==> src/hw/rtl/rit_pkg.sv <==
package rit_pkg;

   // Fixed field widths of the request and response channels.
   localparam int VALUE_W   = 32;
   localparam int RADIX_W   = 5;
   localparam int FWIDTH_W  = 6;
   localparam int CHAR_W    = 8;
   localparam int DIGIT_W   = 4;

   // Default depth of the digit store.
   localparam int MAX_DIGITS_DEFAULT = 32;

   // Most characters one conversion may emit, and the width of a position.
   localparam int RESULT_LIMIT = 32;
   localparam int POS_W        = $clog2(RESULT_LIMIT);

   // Legal radix range; requests outside it saturate.
   localparam logic [RADIX_W-1:0] RADIX_MIN = RADIX_W'(2);
   localparam logic [RADIX_W-1:0] RADIX_MAX = RADIX_W'(16);

   // The divider retires this many quotient bits per cycle.
   localparam int DIV_BITS  = 8;
   localparam int DIV_STEPS = VALUE_W / DIV_BITS;
   localparam int STEP_W    = $clog2(DIV_STEPS);

   // Conversion sequencer states.
   typedef enum logic [2:0] {
      ST_IDLE,
      ST_DIVIDE,
      ST_FETCH,
      ST_LOAD,
      ST_SEND
   } state_type;

   // Maps a digit value to its upper-case ASCII character.
   function automatic logic [CHAR_W-1:0] digit_char(input logic [DIGIT_W-1:0] digit);
      logic [CHAR_W-1:0] ch;
      if (digit < DIGIT_W'(10)) begin
         ch = CHAR_W'(8'h30) + CHAR_W'(digit);
      end else begin
         ch = CHAR_W'(8'h37) + CHAR_W'(digit);
      end
      return ch;
   endfunction

endpackage

==> src/hw/rtl/rit_if.sv <==
// Request channel: one value to convert with its formatting options.
interface rit_req_if;
   logic                            valid;
   logic                            ready;
   logic [rit_pkg::VALUE_W-1:0]     value;
   logic [rit_pkg::RADIX_W-1:0]     radix;
   logic [rit_pkg::FWIDTH_W-1:0]    field_width;
   logic [rit_pkg::CHAR_W-1:0]      pad_char;

   modport source (output valid, value, radix, field_width, pad_char, input ready);
   modport sink   (input valid, value, radix, field_width, pad_char, output ready);
endinterface

// Response channel: one output character per request on this channel.
interface rit_rsp_if;
   logic                            valid;
   logic                            ready;
   logic [rit_pkg::CHAR_W-1:0]      out_char;
   logic                            last;

   modport source (output valid, out_char, last, input ready);
   modport sink   (input valid, out_char, last, output ready);
endinterface

==> src/hw/rtl/radix_integer_to_text_core.sv <==
// Converts a 32-bit unsigned value to ASCII text in radix 2 to 16 (upper-case
// A-F), most significant character first, one character per response request,
// with last set on the final one. A radix outside 2..16 saturates to that range.
// A field width of 0 gives the natural digits, a width up to the digit count
// keeps only the lowest digits, and a larger width pads on the left with the
// pad character (widths above 32 act as 32). The block takes one request at a
// time. A shared long divider retires 8 quotient bits per cycle and yields each
// digit as its remainder; each character then passes a digit store read,
// a format step and a send, the send waiting until the sink is ready.
module radix_integer_to_text_core #(
   parameter int MAX_DIGITS = rit_pkg::MAX_DIGITS_DEFAULT
) (
   input  logic      clock,
   input  logic      reset,
   rit_req_if.sink   req_bus,
   rit_rsp_if.source rsp_bus
);
   import rit_pkg::*;

   localparam int IDX_W = $clog2(MAX_DIGITS);
   localparam int CNT_W = $clog2(MAX_DIGITS + 1);
   localparam int CMP_W = (CNT_W > FWIDTH_W) ? CNT_W : FWIDTH_W;

   state_type              state_ff, state_in;
   logic [VALUE_W-1:0]     dvd_ff, dvd_in;
   logic [DIGIT_W-1:0]     rem_ff, rem_in;
   logic [STEP_W-1:0]      step_ff, step_in;
   logic [RADIX_W-1:0]     radix_ff, radix_in;
   logic [FWIDTH_W-1:0]    fwidth_ff, fwidth_in;
   logic [CHAR_W-1:0]      pad_ff, pad_in;
   logic [CNT_W-1:0]       count_ff, count_in;
   logic [POS_W-1:0]       pos_ff, pos_in;
   logic [CHAR_W-1:0]      out_char_ff, out_char_in;
   logic                   last_ff, last_in;
   logic [DIGIT_W-1:0]     rd_data_ff;
   logic [DIGIT_W-1:0]     digit_mem [MAX_DIGITS];

   logic                   mem_we;
   logic [DIGIT_W-1:0]     div_rem;
   logic [DIV_BITS-1:0]    div_qbits;
   logic [VALUE_W-1:0]     div_next;

   // Shared divider slice: eight restoring compare-subtract steps on a narrow remainder.
   always_comb begin
      logic [DIGIT_W:0]   trial;
      logic [DIGIT_W-1:0] r;
      r = rem_ff;
      div_qbits = '0;
      for (int i = 0; i < DIV_BITS; i++) begin
         trial = {r, dvd_ff[VALUE_W-1-i]};
         if (trial >= (DIGIT_W+1)'(radix_ff)) begin
            r = DIGIT_W'(trial - (DIGIT_W+1)'(radix_ff));
            div_qbits[DIV_BITS-1-i] = 1'b1;
         end else begin
            r = trial[DIGIT_W-1:0];
         end
      end
      div_rem  = r;
      div_next = {dvd_ff[VALUE_W-DIV_BITS-1:0], div_qbits};
   end

   // Character count using the digit count as it will stand after this cycle.
   function automatic logic [CMP_W-1:0] n_len_next(input logic [CNT_W-1:0] cnt);
      logic [CMP_W-1:0] n;
      if (fwidth_ff == '0) begin
         if (CMP_W'(cnt) > CMP_W'(RESULT_LIMIT)) begin
            n = CMP_W'(RESULT_LIMIT);
         end else begin
            n = CMP_W'(cnt);
         end
      end else begin
         n = CMP_W'(fwidth_ff);
      end
      return n;
   endfunction

   // Sequencer: next state and datapath updates.
   always_comb begin
      state_in    = state_ff;
      dvd_in      = dvd_ff;
      rem_in      = rem_ff;
      step_in     = step_ff;
      radix_in    = radix_ff;
      fwidth_in   = fwidth_ff;
      pad_in      = pad_ff;
      count_in    = count_ff;
      pos_in      = pos_ff;
      out_char_in = out_char_ff;
      last_in     = last_ff;
      mem_we      = 1'b0;

      case (state_ff)
         ST_IDLE: begin
            if (req_bus.valid) begin
               dvd_in   = req_bus.value;
               rem_in   = '0;
               step_in  = '0;
               count_in = '0;
               pad_in   = req_bus.pad_char;
               if (req_bus.radix < RADIX_MIN) begin
                  radix_in = RADIX_MIN;
               end else if (req_bus.radix > RADIX_MAX) begin
                  radix_in = RADIX_MAX;
               end else begin
                  radix_in = req_bus.radix;
               end
               if (req_bus.field_width > FWIDTH_W'(RESULT_LIMIT)) begin
                  fwidth_in = FWIDTH_W'(RESULT_LIMIT);
               end else begin
                  fwidth_in = req_bus.field_width;
               end
               state_in = ST_DIVIDE;
            end
         end
         ST_DIVIDE: begin
            dvd_in  = div_next;
            rem_in  = div_rem;
            step_in = step_ff + STEP_W'(1);
            // After the last slice the remainder is the next digit.
            if (step_ff == STEP_W'(DIV_STEPS - 1)) begin
               rem_in = '0;
               if (count_ff < CNT_W'(MAX_DIGITS)) begin
                  mem_we   = 1'b1;
                  count_in = count_ff + CNT_W'(1);
               end
               if (div_next == '0) begin
                  state_in = ST_FETCH;
               end
            end
         end
         ST_FETCH: begin
            // Digit store read of the current position lands next cycle.
            state_in = ST_LOAD;
         end
         ST_LOAD: begin
            if (CMP_W'(pos_ff) >= CMP_W'(count_ff)) begin
               out_char_in = pad_ff;
            end else begin
               out_char_in = digit_char(rd_data_ff);
            end
            last_in  = (pos_ff == '0);
            state_in = ST_SEND;
         end
         ST_SEND: begin
            if (rsp_bus.ready) begin
               if (last_ff) begin
                  state_in = ST_IDLE;
               end else begin
                  pos_in   = pos_ff - POS_W'(1);
                  state_in = ST_FETCH;
               end
            end
         end
         default: begin
            state_in = ST_IDLE;
         end
      endcase

      // The first character sits at the top position of the field.
      if (state_ff == ST_DIVIDE && state_in == ST_FETCH) begin
         pos_in = POS_W'(CMP_W'(n_len_next(count_in)) - CMP_W'(1));
      end
   end

   // Control registers.
   always_ff @(posedge clock) begin
      if (reset) begin
         state_ff <= ST_IDLE;
         step_ff  <= '0;
         count_ff <= '0;
         pos_ff   <= '0;
         rem_ff   <= '0;
         dvd_ff   <= '0;
      end else begin
         state_ff <= state_in;
         step_ff  <= step_in;
         count_ff <= count_in;
         pos_ff   <= pos_in;
         rem_ff   <= rem_in;
         dvd_ff   <= dvd_in;
      end
   end

   // Payload registers.
   always_ff @(posedge clock) begin
      radix_ff    <= radix_in;
      fwidth_ff   <= fwidth_in;
      pad_ff      <= pad_in;
      out_char_ff <= out_char_in;
      last_ff     <= last_in;
   end

   // Digit store: one write port from the divider, one registered read port.
   always_ff @(posedge clock) begin
      if (mem_we) begin
         digit_mem[IDX_W'(count_ff)] <= div_rem;
      end
      rd_data_ff <= digit_mem[IDX_W'(pos_ff)];
   end

   // Channel outputs.
   assign req_bus.ready    = (state_ff == ST_IDLE);
   assign rsp_bus.valid    = (state_ff == ST_SEND);
   assign rsp_bus.out_char = out_char_ff;
   assign rsp_bus.last     = last_ff;

endmodule
==> src/flat_wrapper.sv <==
// flat-port wrapper written by rule: the top's interface ports become plain ports
module radix_integer_to_text_core_flat import rit_pkg::*;
#(
   parameter int MAX_DIGITS = rit_pkg::MAX_DIGITS_DEFAULT
)
  (clock, reset, req_bus_valid, req_bus_value, req_bus_radix, req_bus_field_width, req_bus_pad_char, req_bus_ready, rsp_bus_valid, rsp_bus_out_char, rsp_bus_last, rsp_bus_ready);
  rit_req_if req_bus_i ();
  rit_rsp_if rsp_bus_i ();
  input  logic clock;
  input  logic reset;
  input wire logic [$bits(req_bus_i.valid)-1:0] req_bus_valid;
  input wire logic [$bits(req_bus_i.value)-1:0] req_bus_value;
  input wire logic [$bits(req_bus_i.radix)-1:0] req_bus_radix;
  input wire logic [$bits(req_bus_i.field_width)-1:0] req_bus_field_width;
  input wire logic [$bits(req_bus_i.pad_char)-1:0] req_bus_pad_char;
  output wire logic [$bits(req_bus_i.ready)-1:0] req_bus_ready;
  output wire logic [$bits(rsp_bus_i.valid)-1:0] rsp_bus_valid;
  output wire logic [$bits(rsp_bus_i.out_char)-1:0] rsp_bus_out_char;
  output wire logic [$bits(rsp_bus_i.last)-1:0] rsp_bus_last;
  input wire logic [$bits(rsp_bus_i.ready)-1:0] rsp_bus_ready;
  assign req_bus_i.valid = req_bus_valid;
  assign req_bus_i.value = req_bus_value;
  assign req_bus_i.radix = req_bus_radix;
  assign req_bus_i.field_width = req_bus_field_width;
  assign req_bus_i.pad_char = req_bus_pad_char;
  assign req_bus_ready = req_bus_i.ready;
  assign rsp_bus_valid = rsp_bus_i.valid;
  assign rsp_bus_out_char = rsp_bus_i.out_char;
  assign rsp_bus_last = rsp_bus_i.last;
  assign rsp_bus_i.ready = rsp_bus_ready;
  radix_integer_to_text_core #(.MAX_DIGITS(MAX_DIGITS)) u_core (.clock(clock), .reset(reset), .req_bus(req_bus_i), .rsp_bus(rsp_bus_i));
endmodule
==> config.mk <==
export PLATFORM = sky130hd
export DESIGN_NAME = radix_integer_to_text_core_flat
export DESIGN_NICKNAME = d
export VERILOG_FILES = /design/src/hw/rtl/rit_pkg.sv /design/src/hw/rtl/rit_if.sv /design/src/hw/rtl/radix_integer_to_text_core.sv /design/src/flat_wrapper.sv
export SDC_FILE = /design/constraint.sdc
export NUM_CORES = 1
export LEC_CHECK = 0
export BUFFER_PORTS_ARGS = -buffer_cell sky130_fd_sc_hd__buf_2
export CORE_ASPECT_RATIO = 0.8
export CORE_MARGIN = 2
export CORE_UTILIZATION = 25
export CTS_CLUSTER_DIAMETER = 150
export DETAILED_ROUTE_END_ITERATION = 10
export SLEW_MARGIN = 30
export SYNTH_ARGS = -nofsm -noshare
export SYNTH_HDL_FRONTEND = slang
export SYNTH_SLANG_ARGS = --single-unit
==> constraint.sdc <==
create_clock -name clock -period 23.5 [get_ports clock]
set_input_delay 1.175 -clock clock [delete_from_list [all_inputs] [get_ports clock]]
set_output_delay 1.175 -clock clock [all_outputs]
set_load 0.1 [all_outputs]
## Word-level counts from Yosys, hierarchy flattened

Memory sizes are Yosys's and may differ from the RTL's. A register that Yosys moved wholly into a read port is not among the register bits.
Index checks and enable logic that the tools add are counted.

- Bits in registers: 80
- Bits in writable memories: 128
- Bits of input ports: 55
- Logic and storage cells: 110
- Memories: 1

- Add/subtract/negate cells: 14
- Order comparisons: 15
- Eq/ne operators: 8
- Multiplexer cells: 48
- Reduce and logical (&&, ||, !) cells: 12

Memories:

| name | words | width | read ports | clocked after Yosys merged registers in | wr ports | line | text |
|---|---|---|---|---|---|---|---|
| u_core.digit_mem | 32 | 4 | 1 | 1 | 1 | radix_integer_to_text_core.sv:36 | `logic [DIGIT_W-1:0] digit_mem [MAX_DIGITS];` |

Operator list:

| kind | number |
|---|---|
| $pmux 32 s2 | 1 |
| $ge 5x5->1 | 8 |
| $mux 4 | 10 |
| $mux 5 | 8 |
| $logic_not 32->1 | 1 |
| $mux 32 | 1 |
| $sub 4x4->4 | 8 |
| $mux 6 | 3 |
| $mux 8 | 2 |
| $pmux 3 s5 | 1 |
| $add 6x4->7 const A | 2 |
| $mux 1 | 13 |
| $gt 6x6->1 const B | 2 |
| $mux 3 | 4 |
| $pmux 6 s2 | 1 |
| $sub 5x1->5 const B | 2 |
| $eq 3x2->1 const B | 3 |
| $pmux 4 s2 | 1 |
| $add 6x1->6 const B | 1 |
| $ge 5x6->1 | 1 |
| $logic_not 6->1 | 1 |
| $lt 6x6->1 const B | 1 |
| $reduce_bool 2->1 | 3 |
| $gt 5x5->1 const B | 1 |
| 15 further kinds | 18 |

## Depth between registers and ports, before layout

- Word-level depth: 25
- Depth in mapped cells: 62
- Depth with buffers taken out: 60

## Least setup slack after synthesis

OpenSTA, ideal clock, no wires.

- Path kind: register to register
- From: register u_core.radix_ff[1]
- To: register u_core.pos_ff[4]
- Library setup time: 0.086 ns
- Data arrival time: 11.744 ns
- Slack: 11.671 ns
- Cell stages (with the launch flop): 57
- Buffers on the path: 2
- Clock period less this slack: 11.829 ns
- Cell sequence: edfxtp_1 > inv_1 > ha_1 > a31oi_1 > o21ai_1 > mux2_2 > ha_1 > a21o_1 > a31oi_1 > o21ai_1 > nand2_1 > o21ai_0 > inv_1 > ha_1 > a21o_1 > a31oi_1 > o21ai_1 > nand2_1 > [... 21 more ...] > a31oi_1 > o21ai_1 > mux2_2 > inv_1 > ha_1 > nor2b_1 > o21a_1 > o31a_1 > buf_6 > or3_4 > nor4_4 > buf_4 > mux2i_1 > ha_1 > o211ai_1 > or3_1 > and3_1 > a211oi_1

- Word-level cells in the longest chain between the ends: 24

RTL lines:

| item | line | text |
|---|---|---|
| from (decl) | radix_integer_to_text_core.sv:28 | `logic [RADIX_W-1:0] radix_ff, radix_in;` |
| from (signal assigned) | radix_integer_to_text_core.sv:186 | `radix_ff <= radix_in;` |
| $sub 4x4->4 / $ge 5x5->1 (equally long branches) | radix_integer_to_text_core.sv:52, radix_integer_to_text_core.sv:51 |  |
| $mux 4 | radix_integer_to_text_core.sv:51 | `if (trial >= (DIGIT_W+1)'(radix_ff)) begin` |
| $sub 4x4->4 / $ge 5x5->1 (equally long branches) | radix_integer_to_text_core.sv:52, radix_integer_to_text_core.sv:51 |  |
| $mux 4 | radix_integer_to_text_core.sv:51 |  |
| $sub 4x4->4 / $ge 5x5->1 (equally long branches) | radix_integer_to_text_core.sv:52, radix_integer_to_text_core.sv:51 |  |
| $mux 4 | radix_integer_to_text_core.sv:51 |  |
| $ge 5x5->1 / $sub 4x4->4 (equally long branches) | radix_integer_to_text_core.sv:51, radix_integer_to_text_core.sv:52 |  |
| $mux 4 | radix_integer_to_text_core.sv:51 |  |
| [... 8 more ...] | n/a |  |
| $logic_not 32->1 * | radix_integer_to_text_core.sv:126 | `if (div_next == '0) begin` |
| $mux 3 * | radix_integer_to_text_core.sv:126 |  |
| $mux 3 * | radix_integer_to_text_core.sv:120 | `if (step_ff == STEP_W'(DIV_STEPS - 1)) begin` |
| $pmux 3 s5 * | radix_integer_to_text_core.sv:92 | `case (state_ff)` |
| $eq 3x2->1 * | radix_integer_to_text_core.sv:160 | `if (state_ff == ST_DIVIDE && state_in == ST_FETCH) begin` |
| $logic_and 1x1->1 * | radix_integer_to_text_core.sv:160 |  |
| $ne 2x2->1 (no line) / $reduce_bool 2->1 (equally long branches) | n/a |  |
| $reduce_and 3->1 (no line) | n/a |  |
| to (signal assigned) | radix_integer_to_text_core.sv:178 | `pos_ff <= pos_in;` |
| to (decl) | radix_integer_to_text_core.sv:32 | `logic [POS_W-1:0] pos_ff, pos_in;` |

Mark *: on every way between the ends. The rest lies on a longest branch, timed or not.
A chain may end at the register's enable or synchronous reset.

## Worst setup path in the final report

Ends and elaborated chain as after synthesis.

==> results.sh <==
export IMPL_vias=6918
export IMPL_cts_sinks=212
export IMPL_die_width_um=234
export IMPL_drv_cap=0
export IMPL_crit_arrival_ns=14.33
export IMPL_tightest_slew_ns=0.850
export IMPL_crit_path_end_kind="register"
export IMPL_synth_area_mm2=0.0105
export IMPL_crit_fanout=12
export IMPL_clock_latency_ns=0.53
export IMPL_synth_cell_types=63
export IMPL_syn_num_nets=941
export IMPL_via_per_inst=4.75
export IMPL_yosysTopAreaCellShare=0.444
export IMPL_ys_async_sr_fraction=0
export IMPL_period_minus_slack_ns=13.90
export IMPL_grt_max_degree=54
export IMPL_grt_pass1_wl_mm=40.2
export IMPL_rsz0062_at_grt="no"
export IMPL_grt_usage=0.116
export IMPL_relSlewSlack=0.432
export IMPL_dp_hpwl_mm=17.9
export IMPL_finClkSkew_ns=0.0233
export IMPL_max_freq_ghz=0.0719
export IMPL_routed_wl_met2_mm=10.5
export IMPL_yosysSeqAreaShare=0.550
export IMPL_post_route_period_util=0.592
export IMPL_rows=67
export IMPL_first_global_vias=6853
export IMPL_crit_family="compound AO/OA/AOI/OAI gates"
export IMPL_clk_path_buf_depth=3
export IMPL_final_nets=1001
export IMPL_dieHeight_um=188
export IMPL_finalSetupTns_ns=0
export IMPL_clk_root_buffer_cell="clkbuf_16"
export IMPL_wl_per_cell_um=17.5
export IMPL_io_pins=66
export IMPL_finalSetupViolations=0
export IMPL_start_util=0.253
export IMPL_cp_slowest_cell="edfxtp_1"
export IMPL_post_cts_setup_buffers=0
export IMPL_core_area_mm2=0.0417
export IMPL_avgSynthCellArea_um2=12.8
export IMPL_cp_required_ns=23.93
export IMPL_cts_resized=0
export IMPL_crit_top_cell="ha_1"
export IMPL_yosys_area_top_type="edfxtp_1"
export IMPL_postRouteWirelength_mm=25.4
export IMPL_path_class="register to register"
export IMPL_io_buffers=65
export IMPL_fillers=4215
export IMPL_layout_drive_gt1_share=0.214
export IMPL_first_pass_iters=6
export IMPL_synth_area_leaders="edfxtp_1, dfxtp_1, mux4_2, ha_1, nor2_1"
export IMPL_outcome="complete, no violations"
export IMPL_finalMaxSlewViolations=0
export IMPL_area_growth_pct=15.9
export IMPL_numCtsBuffers=23
export IMPL_cts_tree="built"
export IMPL_antenna_cells=0
export IMPL_grt_overflow_total=0
export IMPL_first_iter_violations=530
export IMPL_final_util=0.293
export IMPL_mostFrequentLayoutCells="edfxtp_1, nor2_1, buf_2"
export IMPL_hold_viol=0
export IMPL_multi_input_area_mm2=0.00444
export IMPL_gp_congestion=0.824
export IMPL_route_met3_wl_mm=1.28
export IMPL_antenna_found_initial=0
export IMPL_hold_buffers=0
export IMPL_synth_seq_cells=212
export IMPL_crit_path_start_kind="register"
export IMPL_crit_buf_inv=5
export IMPL_ys_warn_count=0
export IMPL_seq_area_mm2=0.00581
export IMPL_synth_edf_count=156
export IMPL_synth_flop_cell="edfxtp_1"
export IMPL_htree_levels=1
export IMPL_clk_pin_slew_ns=0.07
export IMPL_drc=0
export IMPL_syn_inst=826
export IMPL_dieArea_mm2=0.0439
export IMPL_drt_antenna_violating_nets=0
export IMPL_maxUsedRoutingLayer="met4"
export IMPL_layout_commonest_cell="edfxtp_1"
export IMPL_hp_class="register to register"
export IMPL_max_stage_delay_ns=0.68
export IMPL_m1WireLength_mm=13.1
## metrics by stage
stage	instances	hold slack [ns]	setup slack (ns)	cell area (um^2)
final	1455	0.481	9.60	12200
after global routing	1455	0.504	8.19	12200
after CTS	1455	0.480	9.55	12200
after detailed placement	1413	0.468	9.58	11500
after global placement	1413	0.462	10.13	11500
after floorplan	826	0.444	11.67	10500
## logic make-up (layout without fill, tap and decap cells)
logic type,after synthesis,after routing,share of synthesized area
buffers and inverters,81,158,0.0313
and+or+nand+nor,210,210,0.0962
DFF,212,212,0.550
AOI/OAI and AO/OA,171,171,0.111
muxes,71,71,0.117
xor gates and xnor gates,21,21,0.0174
adders and majority gates,60,60,0.0769
## area by class of cell
type                            count  area share
Multi-Input combinational cell    533       0.363
Clock buffer                       26      0.0496
Clock inverter                     16      0.0101
Timing Repair Buffer               75      0.0330
Tap cell                          552      0.0565
Sequential cell                   212       0.475
Inverter                           41      0.0126
## worst paths after layout
check | from | to | slack, ns | depth (start not counted)
worst max-delay path | u_core.radix_ff[1] | u_core.pos_ff[4] | 9.60 | 55
worst min-delay path | u_core.rem_ff[3] | u_core.rem_ff[3] | 0.48 | 2
worst max register to register | u_core.radix_ff[1] | u_core.pos_ff[4] | 9.60 | 55
worst min register to register | u_core.rem_ff[3] | u_core.rem_ff[3] | 0.48 | 2
## worst register-to-register path: cells and delay by family, from the launching register on
kind | cells | cell delay [ns]
compound gates | 27 | 5.85
fa+ha+maj | 9 | 2.91
simple gates | 10 | 2.22
mux | 4 | 1.57
flops | 1 | 0.68
buf+inv | 5 | 0.64
## registers in the layout, summed over array words and instances, names as in the netlist
name,cells
u_core.rsp_bus.out_char,8
u_core.radix_ff,5
u_core.rem_ff,4
u_core.state_ff,3
u_core.rd_data_ff,4
u_core.pos_ff,5
u_core.rsp_bus.last,1
u_core.dvd_ff,32
u_core.pad_ff,8
u_core.count_ff,6
u_core.step_ff,2
u_core.digit_mem,128
u_core.fwidth_ff,6
## synth_stat cells (2+ instances only)
cell type and number:
o21a_1 4, buf_2 6, nor3b_1 2, or4_1 2, fa_1 8, or3_1 4
nor2_1 99, a31oi_1 9, nand4_1 2, a22oi_1 3, clkbuf_1 26, xor2_1 6
nand2b_1 11, a221oi_1 8, edfxtp_1 156, and3_1 4, ha_1 52, a21o_1 18
nand2_1 33, buf_1 4, dfxtp_1 56, a211oi_1 29, o211ai_1 2, o21ai_1 7
nor4b_1 2, nand3_1 8, mux4_2 40, a21oi_1 27, inv_1 40, and2_1 4
mux2_2 21, nor4_1 7, mux2i_1 10, buf_4 3, o21ai_0 17, xnor2_1 15
o21bai_1 2, nor3_1 14, o22ai_1 32, nor2b_1 10
## metal layers
metal	vias to the layer above	global-route usage
li1	3277	-
met1	3413	0.186
met2	192	0.163
met4	0	0.0290
met3	36	0.0143
met5	-	0
Power is not shown: default switching activity piles up to over one toggle a cycle in this logic, so the estimate is an artifact.
